$ cat config.mk
export PLATFORM = sky130hd
export DESIGN_NAME = rsd_front_flat
export DESIGN_NICKNAME = d
export VERILOG_FILES = /design/src/hdl/rsd_pkg.sv /design/src/hdl/rsd_if.sv /design/src/hdl/rsd_front.sv /design/src/flat_wrapper.sv
export SDC_FILE = /design/constraint.sdc
export NUM_CORES = 1
export LEC_CHECK = 0
export BUFFER_PORTS_ARGS = -buffer_cell sky130_fd_sc_hd__buf_2
export CORE_MARGIN = 3
export CORE_UTILIZATION = 28
export CTS_BUF_LIST = sky130_fd_sc_hd__clkbuf_8
export DETAILED_ROUTE_END_ITERATION = 8
export RECOVER_POWER = 50
export SLEW_MARGIN = 20
export SYNTH_ARGS = -nofsm -noshare
export SYNTH_HDL_FRONTEND = slang
export SYNTH_SLANG_ARGS = --single-unit
$ cat constraint.sdc
create_clock -name clock -period 2.22 [get_ports clock]
set_input_delay 0.444 -clock clock [delete_from_list [all_inputs] [get_ports clock]]
set_output_delay 0.444 -clock clock [all_outputs]
set_load 0.03 [all_outputs]
$ cat src/hdl/rsd_pkg.sv
// ---------------------------------------------------------------------------
// rsd_pkg
// Shared types and constants for the RRIP/SHiP dueling replacement block.
// ---------------------------------------------------------------------------
package rsd_pkg;

   localparam int SET_W = 11;
   localparam int WAY_W = 4;
   localparam int PC_W = 12;
   localparam int STAT_W = 21;
   localparam int THR_W = 3;
   localparam int CSR_ADDR_W = 3;

   localparam logic [1:0] RRPV_MAX = 2'd3;
   localparam logic [1:0] RRPV_LONG = 2'd2;
   localparam logic [2:0] CTR_MAX = 3'd7;
   localparam logic [2:0] CTR_INIT = 3'd4;
   localparam logic [STAT_W-1:0] STAT_MAX = {STAT_W{1'b1}};

   localparam logic CMD_VICTIM = 1'b0;
   localparam logic CMD_UPDATE = 1'b1;

   localparam logic [CSR_ADDR_W-1:0] CSR_THRESHOLD = 3'd0;
   localparam logic [CSR_ADDR_W-1:0] CSR_MIN_SAMPLES = 3'd4;

   localparam logic [THR_W-1:0] THR_RESET = 3'd4;
   localparam logic [STAT_W-1:0] MIN_SAMPLES_RESET = 21'd100;

   // One classified command, as passed from the front to the back.
   typedef struct packed {
      logic             command;
      logic [SET_W-1:0] set_index;
      logic [WAY_W-1:0] way_index;
      logic [PC_W-1:0]  pc_low;
      logic             was_hit;
      logic             ship_lead;
   } cmd_type;

endpackage

$ cat src/hdl/rsd_if.sv
// ---------------------------------------------------------------------------
// rsd_req_if / rsd_rsp_if
// Valid/ready channels carrying requests and results.
// ---------------------------------------------------------------------------
interface rsd_req_if;
   logic                       valid;
   logic                       ready;
   logic                       command;
   logic [rsd_pkg::SET_W-1:0]  set_index;
   logic [rsd_pkg::WAY_W-1:0]  way_index;
   logic [rsd_pkg::PC_W-1:0]   pc_low;
   logic                       was_hit;
   modport source (output valid, command, set_index, way_index, pc_low, was_hit,
                   input ready);
   modport sink (input valid, command, set_index, way_index, pc_low, was_hit,
                 output ready);
endinterface


$ cat src/hdl/rsd_front.sv
// ---------------------------------------------------------------------------
// rsd_front
// Accepts requests, classifies leader sets, and queues them for the back.
// ---------------------------------------------------------------------------
module rsd_front #(
   parameter int DUEL_GROUP = 64
) (
   input  logic                 clock,
   input  logic                 reset,
   rsd_req_if.sink              req,
   output logic                 q_valid,
   input  logic                 q_pop,
   output rsd_pkg::cmd_type     q_data
);

   localparam int DG_W = $clog2(DUEL_GROUP);

   // Two-entry queue.
   rsd_pkg::cmd_type mem_ff [2];
   logic             wr_ptr_ff, wr_ptr_in;
   logic             rd_ptr_ff, rd_ptr_in;
   logic [1:0]       cnt_ff, cnt_in;
   rsd_pkg::cmd_type cls;
   logic             push;
   logic [31:0]      set_wide;

   assign req.ready = (cnt_ff != 2'd2);
   assign push = req.valid && req.ready;
   assign set_wide = 32'(req.set_index);

   // Leader classification: upper half of each duel group runs SHiP.
   always_comb begin
      cls.command = req.command;
      cls.set_index = req.set_index;
      cls.way_index = req.way_index;
      cls.pc_low = req.pc_low;
      cls.was_hit = req.was_hit;
      cls.ship_lead = set_wide[DG_W-1];
   end

   assign wr_ptr_in = push ? ~wr_ptr_ff : wr_ptr_ff;
   assign rd_ptr_in = q_pop ? ~rd_ptr_ff : rd_ptr_ff;
   assign cnt_in = cnt_ff + {1'b0, push} - {1'b0, q_pop};

   always_ff @(posedge clock) begin
      if (reset) begin
         wr_ptr_ff <= 1'b0;
         rd_ptr_ff <= 1'b0;
         cnt_ff <= 2'd0;
      end else begin
         wr_ptr_ff <= wr_ptr_in;
         rd_ptr_ff <= rd_ptr_in;
         cnt_ff <= cnt_in;
      end
   end

   always_ff @(posedge clock) begin
      if (push) begin
         mem_ff[wr_ptr_ff] <= cls;
      end
   end

   assign q_valid = (cnt_ff != 2'd0);
   assign q_data = mem_ff[rd_ptr_ff];

endmodule

$ cat src/flat_wrapper.sv
// flat-port wrapper written by rule: the top's interface ports become plain ports
module rsd_front_flat 
#(
   parameter int DUEL_GROUP = 64
)
  (clock, reset, q_valid, q_pop, q_data, req_valid, req_command, req_set_index, req_way_index, req_pc_low, req_was_hit, req_ready);
  rsd_req_if req_i ();
  input  logic clock;
  input  logic reset;
  output logic q_valid;
  input  logic q_pop;
  output rsd_pkg::cmd_type q_data;
  input wire logic [$bits(req_i.valid)-1:0] req_valid;
  input wire logic [$bits(req_i.command)-1:0] req_command;
  input wire logic [$bits(req_i.set_index)-1:0] req_set_index;
  input wire logic [$bits(req_i.way_index)-1:0] req_way_index;
  input wire logic [$bits(req_i.pc_low)-1:0] req_pc_low;
  input wire logic [$bits(req_i.was_hit)-1:0] req_was_hit;
  output wire logic [$bits(req_i.ready)-1:0] req_ready;
  assign req_i.valid = req_valid;
  assign req_i.command = req_command;
  assign req_i.set_index = req_set_index;
  assign req_i.way_index = req_way_index;
  assign req_i.pc_low = req_pc_low;
  assign req_i.was_hit = req_was_hit;
  assign req_ready = req_i.ready;
  rsd_front #(.DUEL_GROUP(DUEL_GROUP)) u_core (.clock(clock), .reset(reset), .req(req_i), .q_valid(q_valid), .q_pop(q_pop), .q_data(q_data));
endmodule
======== Word-level counts from Yosys, hierarchy flattened ========
Memories as Yosys holds them, arrays and structs flattened. A register that Yosys moved wholly into a read port is not among the register bits.
Index checks and enable logic that the tools add are counted.
W data, S select, Z words.
storage, ports and cells
  output and inout bits ................... 32
  memories kept ........................... 1
  bits of input ports ..................... 33
  register bits ........................... 4
  logic and storage cells ................. 15
  memory bits (writable) .................. 60
operators by class
  equality and inequality tests ........... 1
  mux-type cells .......................... 4
  $add $sub $neg .......................... 2
  bitwise gates (word level) .............. 2
  reduce and logical (&&, ||, !) cells .... 2
memories
  name           words  width  rd ports  clocked after memory_dff  write ports  RTL line         source
  u_core.mem_ff  2      30     1         1                         1            rsd_front.sv:19  rsd_pkg::cmd_type mem_ff [2];
operators with widths
  kind                  number
  $mux W1               4
  $add A2 B1 Y2         1
  $ne A2 B2 Y1 const B  1
  $not A1 Y1            2
  $reduce_bool A2 Y1    1
  $sub A2 B1 Y2         1
  $logic_and A1 B1 Y1   1

======== Longest topological paths before layout ========
  depth after elaboration ................. 4
  gate-level depth with buffers ........... 5

======== Worst setup path before layout ========
Ideal clock, no wire load.
  kind .................................... register to register
  start point ............................. register u_core.cnt_ff[0]
  end point ............................... memory u_core.mem_ff[1][10] (netlist bit) (enable)
  required time ........................... 1.831 ns
  stages on the path, launching flop included .. 3
  buffers on the path ..................... 0
  path slack .............................. 0.280 ns
  arrival time ............................ 1.551 ns
  period minus slack after synthesis ...... 1.940 ns
  cell sequence ........................... dfxtp_1 nand2b_1 and3_1
between the ends
  cells in the longest elaborated chain, start to end .. 4
RTL lines
  element                        RTL line            source
  start, declared                rsd_front.sv:22     logic [1:0] cnt_ff, cnt_in;
  start signal, assigned         rsd_front.sv:53     cnt_ff <= cnt_in;
  $ne A2 B2 Y1                   rsd_front.sv:27     assign req.ready = (cnt_ff != 2'd2);
  named net req_ready            flat_wrapper.sv:19  output wire logic [$bits(req_i.ready)-1:0] req_ready;
  $logic_and A1 B1 Y1            rsd_front.sv:28     assign push = req.valid && req.ready;
  $mux W1                        rsd_front.sv:58     if (push) begin
  $mux W1 (not written as such)  rsd_front.sv:59     mem_ff[wr_ptr_ff] <= cls;
  end, declared                  rsd_front.sv:19
The timed path passes the listed nets, and every way through them passes these cells.

==> summary.md <==
| Metric | Value |
|---|---|
| Clk Tree Root Cell | `clkbuf_8` |
| Die Ht | `between 90 and 100 um` |
| Routed WL | `approximately 4.3 mm` |
| Vias in the first global route | `1432` |
| Clock share of power | `0.310` |
| Power per Cell Area | `between 900 and 1000 nW/um2` |
| Element type at the critical path start | `register` |
| DR pass1 iterations | `4` |
| Comb power frac | `0.173` |
| Core box area | `7890 um2` |
| Storage cell area | `between 1500 and 2000 um2` |
| Most common cell after layout, fill and taps aside | `edfxtp_1` |
| Hold Startpoint | `req_way_index[0]` |
| Total power | `roughly 2800 uW` |
| Hold Slack | `~0.3 ns` |
| Worst Path Class, Setup | `reg2out` |
| Tcrit/Tclk final | `0.921` |
| Critical Path AT | `between 1.5 and 2 ns` |
| Ratio of cells with drive above 1 in the final layout | `0.485` |
| Area Overhead vs Synth | `26.2%` |
| Post-Syn Nets | `about 150` |
| Setup violators final | `0` |
| Clock skew | `0.00936 ns` |
| Leakage | `around 0.0011 uW` |
| Syn. warnings | `0` |
| Gr ovfl total | `0` |
| Ports | `65` |
| Vias per cell | `around 4.3` |
| Synth area leaders | `edfxtp_1, mux2_2, dfxtp_1` |
| Max Root-Sink Buffers | `2` |
| Top-area cell type share of the netlist area | `0.746` |
| Cell Area, Synth | `roughly 2300 um2` |
| Placed wire-length estimate | `about 2.9 mm` |
| Worst EP required | `between 1.5 and 2 ns` |
| Reg power frac | `0.517` |
| Clock transition at path regs | `~0.07 ns` |
| Setup bufs post-CTS | `0` |
| Routed Antenna Nets | `0` |
| Tightest Pin Transition | `between 0.5 and 0.6 ns` |
| Post-cts resize count | `0` |
| Via count | `1278` |
| Worst R2R Start | `u_core.cnt_ff[0]$_SDFF_PP0_` |
| Fill cells | `just under 800` |
| Slew headroom | `0.623` |
| Multi-input logic area | `about 460 um2` |
| CTS tree | `yes` |
| Internal power | `1980 uW` |
| Routed len/inst | `~14 um` |
| Skew-Pair Late Insertion Delay | `between 0.3 and 0.4 ns` |
| FF+latch count, synth | `63` |
| Slew Viols, Final | `0` |
| Total CTS buffers | `9` |
| Antenna diodes | `0` |
| Synth cell types | `22` |
| Psw | `786 uW` |
| Nets | `227` |
| Row count | `32` |
| Final hold vios | `0` |
| Max FO, Critical Path | `25` |
| Tot GR Track Use | `0.0980` |
| Initial antenna violation count | `0` |
| Post-synthesis sequential area ratio | `0.789` |
| Hold_buf cts | `0` |
| Largest net degree at the start of global routing | `26` |
| Synth area leader | `edfxtp_1` |
| Starting density of the core | `0.296` |
| Total of max-cap violations | `0` |
| Max Clk Rate | `a little under 0.5 GHz` |
| RSZ-0062 raised after global routing | `false` |
| Sw Share | `0.284` |
| First-pass GRT wire length | `between 7 and 8 mm` |
| Port buffer count | `64` |
| Initial DRC Count | `17` |
| Post-Syn Instances | `117` |
| Die X-Extent | `97.3 um` |
| Worst ir drop on vdd | `approximately 0.24 mV` |
| Setup_tns | `0 ns` |
| H-tree levels | `3` |
| # DRC | `0` |
| Status | `completed` |
| Routability cong. | `~0.66` |
| Die area | `roughly 9500 um2` |
| Clock Sinks | `63` |
| Min cycle time layout | `2.05 ns` |
| Post-Syn Area per Cell | `~20 um2` |
| Worst Setup End Kind | `primary output` |
| Hold WC Path Type | `in2reg` |
| Most frequent cells in the layout | `edfxtp_1, buf_2, mux2_2` |
## worst paths after layout
kind	to	slack (ns)	depth (start not counted)
setup reg to reg	u_core.mem_ff[1][17]$_DFFE_PP_	0.60	3
hold reg to reg	u_core.rd_ptr_ff$_SDFFE_PP0P_	0.53	2
hold / removal	u_core.mem_ff[1][14]$_DFFE_PP_	0.30	1
setup / recovery	q_data[14]	0.17	3
## layout make-up
type / instances / area share
multi-input cells: 48 / 0.155
clock buffers: 9 / 0.0421
well taps: 102 / 0.0433
inverters: 2 / 0.00255
clock inverters: 7 / 0.0161
repair buffers: 69 / 0.116
flip-flops and latches: 63 / 0.625
## through the flow
stage	setup WS (ns)	util	std cells	cell area, um2
2_1_floorplan	0.280	-	117	2330
3_3_place_gp	0.486	0.355	284	2800
3_5_place_dp	0.461	0.355	284	2800
4_1_cts	0.111	0.377	300	2980
5_1_grt	0.0878	0.373	300	2950
6_report	0.175	0.373	300	2950
## per-layer routing
layer  GRT usage  vias up  share of wire
met1       0.122      617           0.45
met5           0        -              0
li1            -      600              -
met3      0.0366       10          0.070
met2       0.149       51           0.46
met4      0.0511        0          0.021
## power groups by stage
stage	clock, uW	combinational (uW)	sequential, uW
global route	949	516	1440
floorplan	0	342	1450
detailed placement	0	496	1460
global placement	0	495	1450
finish	855	479	1430
CTS	901	498	1430
## cell families (layout without fill, tap and decap cells)
group / after synthesis / after routing / synth area share
flip-flops: 63 / 63 / 0.789
XOR/XNOR: 1 / 1 / 0.00375
multiplexers: 31 / 31 / 0.149
AO/OA/AOI/OAI: 4 / 4 / 0.0118
AND/OR/NAND/NOR: 11 / 11 / 0.0257
adder cells (fa/ha/maj): 1 / 1 / 0.00536
buffers and inverters: 6 / 87 / 0.0150
## Yosys cell counts, drive strengths merged
library cell	n
nand2	1
nand3	1
a21oi	2
or2	1
nand2b	1
xnor2	1
and3	1
dfxtp	5
edfxtp	58
a21bo	1
nor2b	1
mux2	30
mux2i	1
inv	2
nand3b	1
ha	1
and2b	1
a21o	1
nor2	3
buf	4
## critical path: stages, from the launching register on
cell     delay, ns
dfxtp_1       0.48
buf_12        0.24
mux2_2        0.37
buf_2         0.18
## registers in the layout, indices dropped and copies added (netlist names), named ones only
signal	count
u_core.mem_ff	58
u_core.cnt_ff	2
u_core.rd_ptr_ff	1
u_core.wr_ptr_ff	1
Note: power is estimated with default switching activity, not from simulation.
